File: config.mk
export PLATFORM = sky130hd
export DESIGN_NAME = accel_motion_hysteresis_detector
export DESIGN_NICKNAME = d
export VERILOG_FILES = /design/src/rtl/amhd_pkg.sv /design/src/rtl/accel_motion_hysteresis_detector.sv /design/src/rtl/amhd_csr.sv /design/src/rtl/amhd_square.sv /design/src/rtl/amhd_core.sv
export SDC_FILE = /design/constraint.sdc
export NUM_CORES = 2
export LEC_CHECK = 0
export BUFFER_PORTS_ARGS = -buffer_cell sky130_fd_sc_hd__buf_2
export CELL_PAD_IN_SITES_DETAIL_PLACEMENT = 1
export CELL_PAD_IN_SITES_GLOBAL_PLACEMENT = 1
export CORE_ASPECT_RATIO = 1.25
export CORE_MARGIN = 1.5
export CORE_UTILIZATION = 46
export CTS_CLUSTER_DIAMETER = 30
export CTS_CLUSTER_SIZE = 8
export DETAILED_ROUTE_END_ITERATION = 6
export GPL_ROUTABILITY_DRIVEN = 0
export PLACE_DENSITY_LB_ADDON = 0.25
export REMOVE_ABC_BUFFERS = 1
export SYNTH_ARGS = -nofsm -noshare
export SYNTH_HDL_FRONTEND = slang
export SYNTH_SLANG_ARGS = --single-unit
File: constraint.sdc
create_clock -name clock -period 8.9 [get_ports clock]
set_clock_uncertainty 0.05 [all_clocks]
set_input_delay 0.445 -clock clock [delete_from_list [all_inputs] [get_ports clock]]
set_output_delay 0.445 -clock clock [all_outputs]
set_load 0.1 [all_outputs]
File: src/rtl/amhd_pkg.sv
`timescale 1ns / 1ps
package amhd_pkg;

   localparam int SAMPLE_W    = 16;
   localparam int THR_W       = 32;
   localparam int HOLD_W      = 16;
   localparam int NOW_W       = 32;
   localparam int SQ_W        = 32;
   localparam int CSR_INDEX_W = 3;
   localparam int CSR_DATA_W  = 32;

   typedef logic [CSR_INDEX_W-1:0] csr_index_type;

   localparam csr_index_type CSR_HIGH_THRESHOLD_SQ = csr_index_type'(0);
   localparam csr_index_type CSR_LOW_THRESHOLD_SQ  = csr_index_type'(1);
   localparam csr_index_type CSR_ABOVE_HOLD_MS     = csr_index_type'(2);
   localparam csr_index_type CSR_BELOW_HOLD_MS     = csr_index_type'(3);

   localparam logic [THR_W-1:0]  HIGH_THRESHOLD_SQ_RST = THR_W'(167772);
   localparam logic [THR_W-1:0]  LOW_THRESHOLD_SQ_RST  = THR_W'(41943);
   localparam logic [HOLD_W-1:0] ABOVE_HOLD_MS_RST     = HOLD_W'(1000);
   localparam logic [HOLD_W-1:0] BELOW_HOLD_MS_RST     = HOLD_W'(3000);

   typedef struct packed {
      logic                       kind;
      logic signed [SAMPLE_W-1:0] accel_x;
      logic signed [SAMPLE_W-1:0] accel_y;
      logic signed [SAMPLE_W-1:0] accel_z;
      logic [NOW_W-1:0]           now_ms;
   } req_payload_type;

   typedef struct packed {
      logic                       moving;
      logic                       have_sample;
      logic signed [SAMPLE_W-1:0] held_x;
      logic signed [SAMPLE_W-1:0] held_y;
      logic signed [SAMPLE_W-1:0] held_z;
   } rsp_payload_type;

   typedef struct packed {
      logic [THR_W-1:0]  high_threshold_sq;
      logic [THR_W-1:0]  low_threshold_sq;
      logic [HOLD_W-1:0] above_hold_ms;
      logic [HOLD_W-1:0] below_hold_ms;
   } cfg_type;

   // Poll after the squaring stage.
   typedef struct packed {
      logic                       kind;
      logic [NOW_W-1:0]           now_ms;
      logic signed [SAMPLE_W-1:0] sample_x;
      logic signed [SAMPLE_W-1:0] sample_y;
      logic signed [SAMPLE_W-1:0] sample_z;
      logic [SQ_W-1:0]            sq_x;
      logic [SQ_W-1:0]            sq_y;
      logic [SQ_W-1:0]            sq_z;
   } sq_stage_type;

   // Magnitude fits 16 bits unsigned even for the most negative code.
   function automatic logic [SQ_W-1:0] square_abs(input logic signed [SAMPLE_W-1:0] v);
      logic [SAMPLE_W-1:0] mag;
      mag = v[SAMPLE_W-1] ? SAMPLE_W'(-v) : SAMPLE_W'(v);
      return SQ_W'(mag) * SQ_W'(mag);
   endfunction

endpackage

File: src/rtl/accel_motion_hysteresis_detector.sv
`timescale 1ns / 1ps
// Path: after its request transfer a poll goes through the squaring register, then
//   the decision logic into the result register.
// Throughput: one poll per cycle; the result register path bounds it, so a stalled
//   result holds the pipeline only once both stages are full.
// Reset: clears the held sample, both timers, the motion flag and all valid bits,
//   and loads the threshold and hold registers with their defaults.
module accel_motion_hysteresis_detector #(
   parameter int TIME_BITS = 32
) (
   input  logic                      clock,
   input  logic                      reset,
   input  logic                      req_valid,
   output logic                      req_ready,
   input  amhd_pkg::req_payload_type req_payload,
   output logic                      rsp_valid,
   input  logic                      rsp_ready,
   output amhd_pkg::rsp_payload_type rsp_payload,
   input  logic                      csr_valid,
   output logic                      csr_ready,
   input  amhd_pkg::csr_index_type   csr_index,
   input  logic [31:0]               csr_wdata
);
   import amhd_pkg::*;

   cfg_type      cfg;
   logic         s1_valid;
   logic         s1_ready;
   sq_stage_type s1_data;

   amhd_csr u_csr (
      .clock     (clock),
      .reset     (reset),
      .csr_valid (csr_valid),
      .csr_ready (csr_ready),
      .csr_index (csr_index),
      .csr_wdata (csr_wdata),
      .cfg       (cfg)
   );

   amhd_square u_square (
      .clock       (clock),
      .reset       (reset),
      .req_valid   (req_valid),
      .req_ready   (req_ready),
      .req_payload (req_payload),
      .s1_valid    (s1_valid),
      .s1_ready    (s1_ready),
      .s1_data     (s1_data)
   );

   amhd_core #(
      .TIME_BITS (TIME_BITS)
   ) u_core (
      .clock       (clock),
      .reset       (reset),
      .cfg         (cfg),
      .s1_valid    (s1_valid),
      .s1_ready    (s1_ready),
      .s1_data     (s1_data),
      .rsp_valid   (rsp_valid),
      .rsp_ready   (rsp_ready),
      .rsp_payload (rsp_payload)
   );

endmodule

File: src/rtl/amhd_csr.sv
`timescale 1ns / 1ps
module amhd_csr (
   input  logic                    clock,
   input  logic                    reset,
   input  logic                    csr_valid,
   output logic                    csr_ready,
   input  amhd_pkg::csr_index_type csr_index,
   input  logic [31:0]             csr_wdata,
   output amhd_pkg::cfg_type       cfg
);
   import amhd_pkg::*;

   cfg_type cfg_ff;
   cfg_type cfg_in;

   assign csr_ready = 1'b1;
   assign cfg       = cfg_ff;

   always_comb begin
      cfg_in = cfg_ff;
      if (csr_valid) begin
         unique case (csr_index)
            CSR_HIGH_THRESHOLD_SQ: cfg_in.high_threshold_sq = csr_wdata[THR_W-1:0];
            CSR_LOW_THRESHOLD_SQ:  cfg_in.low_threshold_sq  = csr_wdata[THR_W-1:0];
            CSR_ABOVE_HOLD_MS:     cfg_in.above_hold_ms     = csr_wdata[HOLD_W-1:0];
            CSR_BELOW_HOLD_MS:     cfg_in.below_hold_ms     = csr_wdata[HOLD_W-1:0];
            default:               cfg_in = cfg_ff;
         endcase
      end
   end

   always_ff @(posedge clock) begin
      if (reset) begin
         cfg_ff.high_threshold_sq <= HIGH_THRESHOLD_SQ_RST;
         cfg_ff.low_threshold_sq  <= LOW_THRESHOLD_SQ_RST;
         cfg_ff.above_hold_ms     <= ABOVE_HOLD_MS_RST;
         cfg_ff.below_hold_ms     <= BELOW_HOLD_MS_RST;
      end else begin
         cfg_ff <= cfg_in;
      end
   end

endmodule

File: src/rtl/amhd_square.sv
`timescale 1ns / 1ps
module amhd_square (
   input  logic                      clock,
   input  logic                      reset,
   input  logic                      req_valid,
   output logic                      req_ready,
   input  amhd_pkg::req_payload_type req_payload,
   output logic                      s1_valid,
   input  logic                      s1_ready,
   output amhd_pkg::sq_stage_type    s1_data
);
   import amhd_pkg::*;

   logic         s1_valid_ff;
   logic         s1_valid_in;
   sq_stage_type s1_data_ff;
   sq_stage_type s1_data_in;

   assign req_ready = !s1_valid_ff || s1_ready;
   assign s1_valid  = s1_valid_ff;
   assign s1_data   = s1_data_ff;

   always_comb begin
      s1_valid_in = req_ready ? req_valid : s1_valid_ff;
      s1_data_in  = s1_data_ff;
      if (req_valid && req_ready) begin
         s1_data_in.kind     = req_payload.kind;
         s1_data_in.now_ms   = req_payload.now_ms;
         s1_data_in.sample_x = req_payload.accel_x;
         s1_data_in.sample_y = req_payload.accel_y;
         s1_data_in.sample_z = req_payload.accel_z;
         s1_data_in.sq_x     = square_abs(req_payload.accel_x);
         s1_data_in.sq_y     = square_abs(req_payload.accel_y);
         s1_data_in.sq_z     = square_abs(req_payload.accel_z);
      end
   end

   always_ff @(posedge clock) begin
      if (reset) begin
         s1_valid_ff <= 1'b0;
      end else begin
         s1_valid_ff <= s1_valid_in;
      end
   end

   always_ff @(posedge clock) begin
      s1_data_ff <= s1_data_in;
   end

endmodule

File: src/rtl/amhd_core.sv
`timescale 1ns / 1ps
module amhd_core #(
   parameter int TIME_BITS = 32
) (
   input  logic                      clock,
   input  logic                      reset,
   input  amhd_pkg::cfg_type         cfg,
   input  logic                      s1_valid,
   output logic                      s1_ready,
   input  amhd_pkg::sq_stage_type    s1_data,
   output logic                      rsp_valid,
   input  logic                      rsp_ready,
   output amhd_pkg::rsp_payload_type rsp_payload
);
   import amhd_pkg::*;

   logic signed [SAMPLE_W-1:0] held_x_ff, held_x_in;
   logic signed [SAMPLE_W-1:0] held_y_ff, held_y_in;
   logic signed [SAMPLE_W-1:0] held_z_ff, held_z_in;
   logic                       seen_ff, seen_in;
   logic [SQ_W-1:0]            msq_ff, msq_in;
   logic [TIME_BITS-1:0]       above_start_ff, above_start_in;
   logic                       above_armed_ff, above_armed_in;
   logic [TIME_BITS-1:0]       below_start_ff, below_start_in;
   logic                       below_armed_ff, below_armed_in;
   logic                       motion_ff, motion_in;
   logic                       rsp_valid_ff, rsp_valid_in;
   rsp_payload_type            rsp_payload_ff, rsp_payload_in;

   logic                 take;
   logic [TIME_BITS-1:0] now_t;
   logic [SQ_W-1:0]      msq_sum;

   assign s1_ready    = !rsp_valid_ff || rsp_ready;
   assign take        = s1_valid && s1_ready;
   assign now_t       = TIME_BITS'(s1_data.now_ms);
   assign msq_sum     = s1_data.sq_x + s1_data.sq_y + s1_data.sq_z;
   assign rsp_valid   = rsp_valid_ff;
   assign rsp_payload = rsp_payload_ff;

   always_comb begin
      held_x_in      = held_x_ff;
      held_y_in      = held_y_ff;
      held_z_in      = held_z_ff;
      seen_in        = seen_ff;
      msq_in         = msq_ff;
      above_start_in = above_start_ff;
      above_armed_in = above_armed_ff;
      below_start_in = below_start_ff;
      below_armed_in = below_armed_ff;
      motion_in      = motion_ff;
      rsp_valid_in   = s1_ready ? s1_valid : rsp_valid_ff;
      rsp_payload_in = rsp_payload_ff;

      if (take) begin
         if (s1_data.kind) begin
            held_x_in = s1_data.sample_x;
            held_y_in = s1_data.sample_y;
            held_z_in = s1_data.sample_z;
            seen_in   = 1'b1;
            msq_in    = msq_sum;
         end

         if (seen_in) begin
            // High test wins when the thresholds cross.
            priority if (msq_in > cfg.high_threshold_sq) begin
               if (!above_armed_ff) begin
                  above_start_in = now_t;
                  above_armed_in = 1'b1;
               end
               below_armed_in = 1'b0;
            end else if (msq_in < cfg.low_threshold_sq) begin
               if (!below_armed_ff) begin
                  below_start_in = now_t;
                  below_armed_in = 1'b1;
               end
               above_armed_in = 1'b0;
            end else begin
               above_armed_in = above_armed_ff;
            end

            // Elapsed time wraps modulo the timer width; clearing wins.
            if (above_armed_in &&
                (now_t - above_start_in) >= TIME_BITS'(cfg.above_hold_ms)) begin
               motion_in = 1'b1;
            end
            if (below_armed_in &&
                (now_t - below_start_in) >= TIME_BITS'(cfg.below_hold_ms)) begin
               motion_in = 1'b0;
            end
         end

         rsp_payload_in.moving      = motion_in;
         rsp_payload_in.have_sample = seen_in;
         rsp_payload_in.held_x      = held_x_in;
         rsp_payload_in.held_y      = held_y_in;
         rsp_payload_in.held_z      = held_z_in;
      end
   end

   always_ff @(posedge clock) begin
      if (reset) begin
         held_x_ff      <= '0;
         held_y_ff      <= '0;
         held_z_ff      <= '0;
         seen_ff        <= 1'b0;
         msq_ff         <= '0;
         above_start_ff <= '0;
         above_armed_ff <= 1'b0;
         below_start_ff <= '0;
         below_armed_ff <= 1'b0;
         motion_ff      <= 1'b0;
         rsp_valid_ff   <= 1'b0;
      end else begin
         held_x_ff      <= held_x_in;
         held_y_ff      <= held_y_in;
         held_z_ff      <= held_z_in;
         seen_ff        <= seen_in;
         msq_ff         <= msq_in;
         above_start_ff <= above_start_in;
         above_armed_ff <= above_armed_in;
         below_start_ff <= below_start_in;
         below_armed_ff <= below_armed_in;
         motion_ff      <= motion_in;
         rsp_valid_ff   <= rsp_valid_in;
      end
   end

   always_ff @(posedge clock) begin
      rsp_payload_ff <= rsp_payload_in;
   end

endmodule

==> flow_summary.json <==
{
  "arrival_ns": 10.67,
  "critPathCapture": "u_core.motion_ff",
  "grt_first_pass_wirelength_um": 229000,
  "ys_ff_latch": 467,
  "drtPass1Iterations": 7,
  "start_kind": "flop",
  "fillers": 11200,
  "maxCapViolations": 0,
  "antenna_found_initial": 3,
  "maxSlewHeadroom_pct": 18.0,
  "cp_slowest_stage_delay_ns": 0.63,
  "fmax_mhz": 99.3,
  "synth_area_leaders": "fa_1, edfxtp_1, ha_1, dfxtp_1, inv_1",
  "tightest_slew_ns": 1.23,
  "cp.depth": 46,
  "crit_slowest_cell": "fa_1",
  "drive_gt1_share_pct": 16.2,
  "grtUsageMet1_pct": 30.6,
  "syn_to_final_growth_pct": 23.0,
  "synthTopCellsByCount": "inv_1, nand2_1, fa_1",
  "drc": 0,
  "grt_pass1_vias": 43400,
  "layout.cells.non_filler": 6961,
  "grt_util_met3_pct": 3.03,
  "rsz0062_at_grt": "yes",
  "clk_latency_ns": 0.70,
  "critPathMaxFanout": 6,
  "grt_start_max_net_pins": 88,
  "critPathLaunch": "u_square.s1_data[70]",
  "hold_violations": 0,
  "crit_required_ns": 9.50,
  "end_kind": "flop",
  "gr-usage-all-layers_pct": 28.6,
  "drtIter0Drc": 1555,
  "hold_path.class": "primary input to flop",
  "std_cell_rows": 129,
  "r2r_start": "u_square.s1_data[70]",
  "status": "complete, but fails checks",
  "period_minus_slack_ns": 10.07,
  "crit_family": "compound AO/OA/AOI/OAI gates",
  "crit_type": "flop to flop",
  "cts.sinks": 467,
  "ys_seq_area_share_pct": 25.3,
  "yosysMostFrequentCell": "inv_1",
  "final-setup-viol-count": 2,
  "cpMostUsedCell": "buf_4",
  "cts_buffer_depth": 3,
  "numCtsBuffers": 109,
  "die_w_um": 285,
  "fp.dieH_um": 355,
  "synth.largest_area_cell": "fa_1",
  "cp_num_buf_inv": 5,
  "reg2reg_slack_ns": -1.17,
  "start_util_pct": 46.3,
  "post-route-util_pct": 56.9,
  "syn_avg_cell_area_um2": 9.32,
  "period_share_pct": 113,
  "via_per_inst": 5.39,
  "yosysWarningCount": 0,
  "placement.cell_area_um2": 50400,
  "worst_r2r_path_depth": 46,
  "io_pins": 174,
  "slew_violations": 0,
  "finalSetupTns_ns": -2.34,
  "core_um2": 98800,
  "ant_nets": 0,
  "syn_inst": 4905,
  "cts_root_buf": "clkbuf_16",
  "top_usage_layer": "met2",
  "syn_area_um2": 45700,
  "grt_overflow": 0,
  "async_flop_share_pct": 0,
  "clk_pin_slew_ns": 0.05,
  "use_met2_pct": 55.3,
  "synth_top_area_share_pct": 22.9,
  "final_cell_area_um2": 56200,
  "yosys.cell_types.count": 89,
  "vias": 37500,
  "r2r-end": "u_core.motion_ff",
  "synth_edf_count": 221,
  "wire_per_inst_um": 20.6,
  "nNetsFinal": 6675,
  "cts_tree": "yes",
  "dieArea_um2": 101000,
  "ctsHtreeMaxLevel": 3,
  "portBuffers": 172,
  "wl_um": 143000,
  "ys.flop_type": "dfxtp_1",
  "dp.cells": 6625,
  "dp_hpwl_um": 107000,
  "layout_setup_ws_ns": -1.17,
  "violations": "setup timing"
}
registers in the layout, indices dropped and copies added, names as in the netlist:
register,flops
u_csr.cfg,96
u_core.held_x_ff,16
u_square.s1_valid,1
u_core.seen_ff,1
u_core.rsp_valid,1
u_core.below_start_ff,32
u_core.msq_ff,32
u_core.above_armed_ff,1
u_core.rsp_payload,50
u_core.above_start_ff,32
u_core.held_z_ff,16
u_core.held_y_ff,16
u_core.motion_ff,1
u_core.below_armed_ff,1
u_square.s1_data,171
tightest hold or removal path, stage by stage:
cell	delay (ns)
buf_2	0.16
nand2_1	0.08
o211ai_1	0.08
worst min-delay path by stage:
| stage | startpoint | end | slack (ns) | cells after the start |
|---|---|---|---|---|
| floorplan | u_core.msq_ff[28] | u_core.msq_ff[28] | 0.37 | 2 |
| global placement | u_core.msq_ff[6] | u_core.msq_ff[6] | 0.39 | 2 |
| detailed placement | u_core.msq_ff[28] | u_core.msq_ff[28] | 0.40 | 2 |
| CTS | csr_wdata[7] | u_csr.cfg[23] | 0.009 | 3 |
| global route | csr_wdata[8] | u_csr.cfg[8] | 0.04 | 3 |
| finish | csr_wdata[8] | u_csr.cfg[24] | 0.05 | 3 |
cell families after synthesis:
kind of cell             synth area share (%)
XOR/XNOR                                 3.77
AND/OR/NAND/NOR                          12.0
flip-flops                               25.3
buffers and inverters                    8.54
adder cells (fa/ha/maj)                  36.0
other                                  0.0164
multiplexers                             3.01
AO/OA/AOI/OAI                            11.4
cell type report:
cell class | instances | area (um^2) | area share, %
Multi-Input combinational cell | 3438 | 31000 | 55.2
Sequential cell | 467 | 11600 | 20.6
Timing Repair Buffer | 639 | 4700 | 8.36
Inverter | 901 | 3390 | 6.02
Clock buffer | 148 | 3110 | 5.53
Tap cell | 1310 | 1640 | 2.91
Clock inverter | 57 | 808 | 1.44
Antenna cell | 1 | 2.50 | 0.00445
routing by layer:
metal	share of wire, %	wire (um)	vias to the layer above
met2	55	78300	759
met3	3.3	4660	322
met5	0.0098	14	-
li1	-	-	17300
met1	37	53600	19100
met4	4.7	6780	2
stage by stage:
stage          worst slack [ns]  hold slack, ns
2_1_floorplan             -1.69           0.373
3_3_place_gp              -1.31           0.389
3_5_place_dp              -1.71           0.396
4_1_cts                   -1.01         0.00890
5_1_grt                   -1.72          0.0363
6_report                  -1.17          0.0497
placed cells by master (no fill, tap or decap), types with 43 or more instances in the layout:
cell             n
nor3_1          57
mux2_2          73
xnor2_1        128
a21oi_1        291
dfxtp_1        246
dlygate4sd3_1  106
o21ai_0         91
a21o_1          67
fa_1           523
nand2_1        565
xor2_1          68
a211oi_1        68
edfxtp_1       221
inv_1          880
mux2i_1         43
o211ai_1        49
buf_2          171
nor2_1         388
ha_1           462
buf_4          354
clkbuf_16      115
repair_timing:
item / CTS / global route
buffers inserted: 16 / 9
pin swaps: 39 / 58
endpoints found under the hold margin: 149 / 0
setup endpoints to repair: 2 / 6
hold buffers: 106 / 0
gates resized for setup: 82 / 53
Power is left out: the tool's default activity adds up to more than one toggle a clock period on the data nets, which glitch-free logic cannot reach.
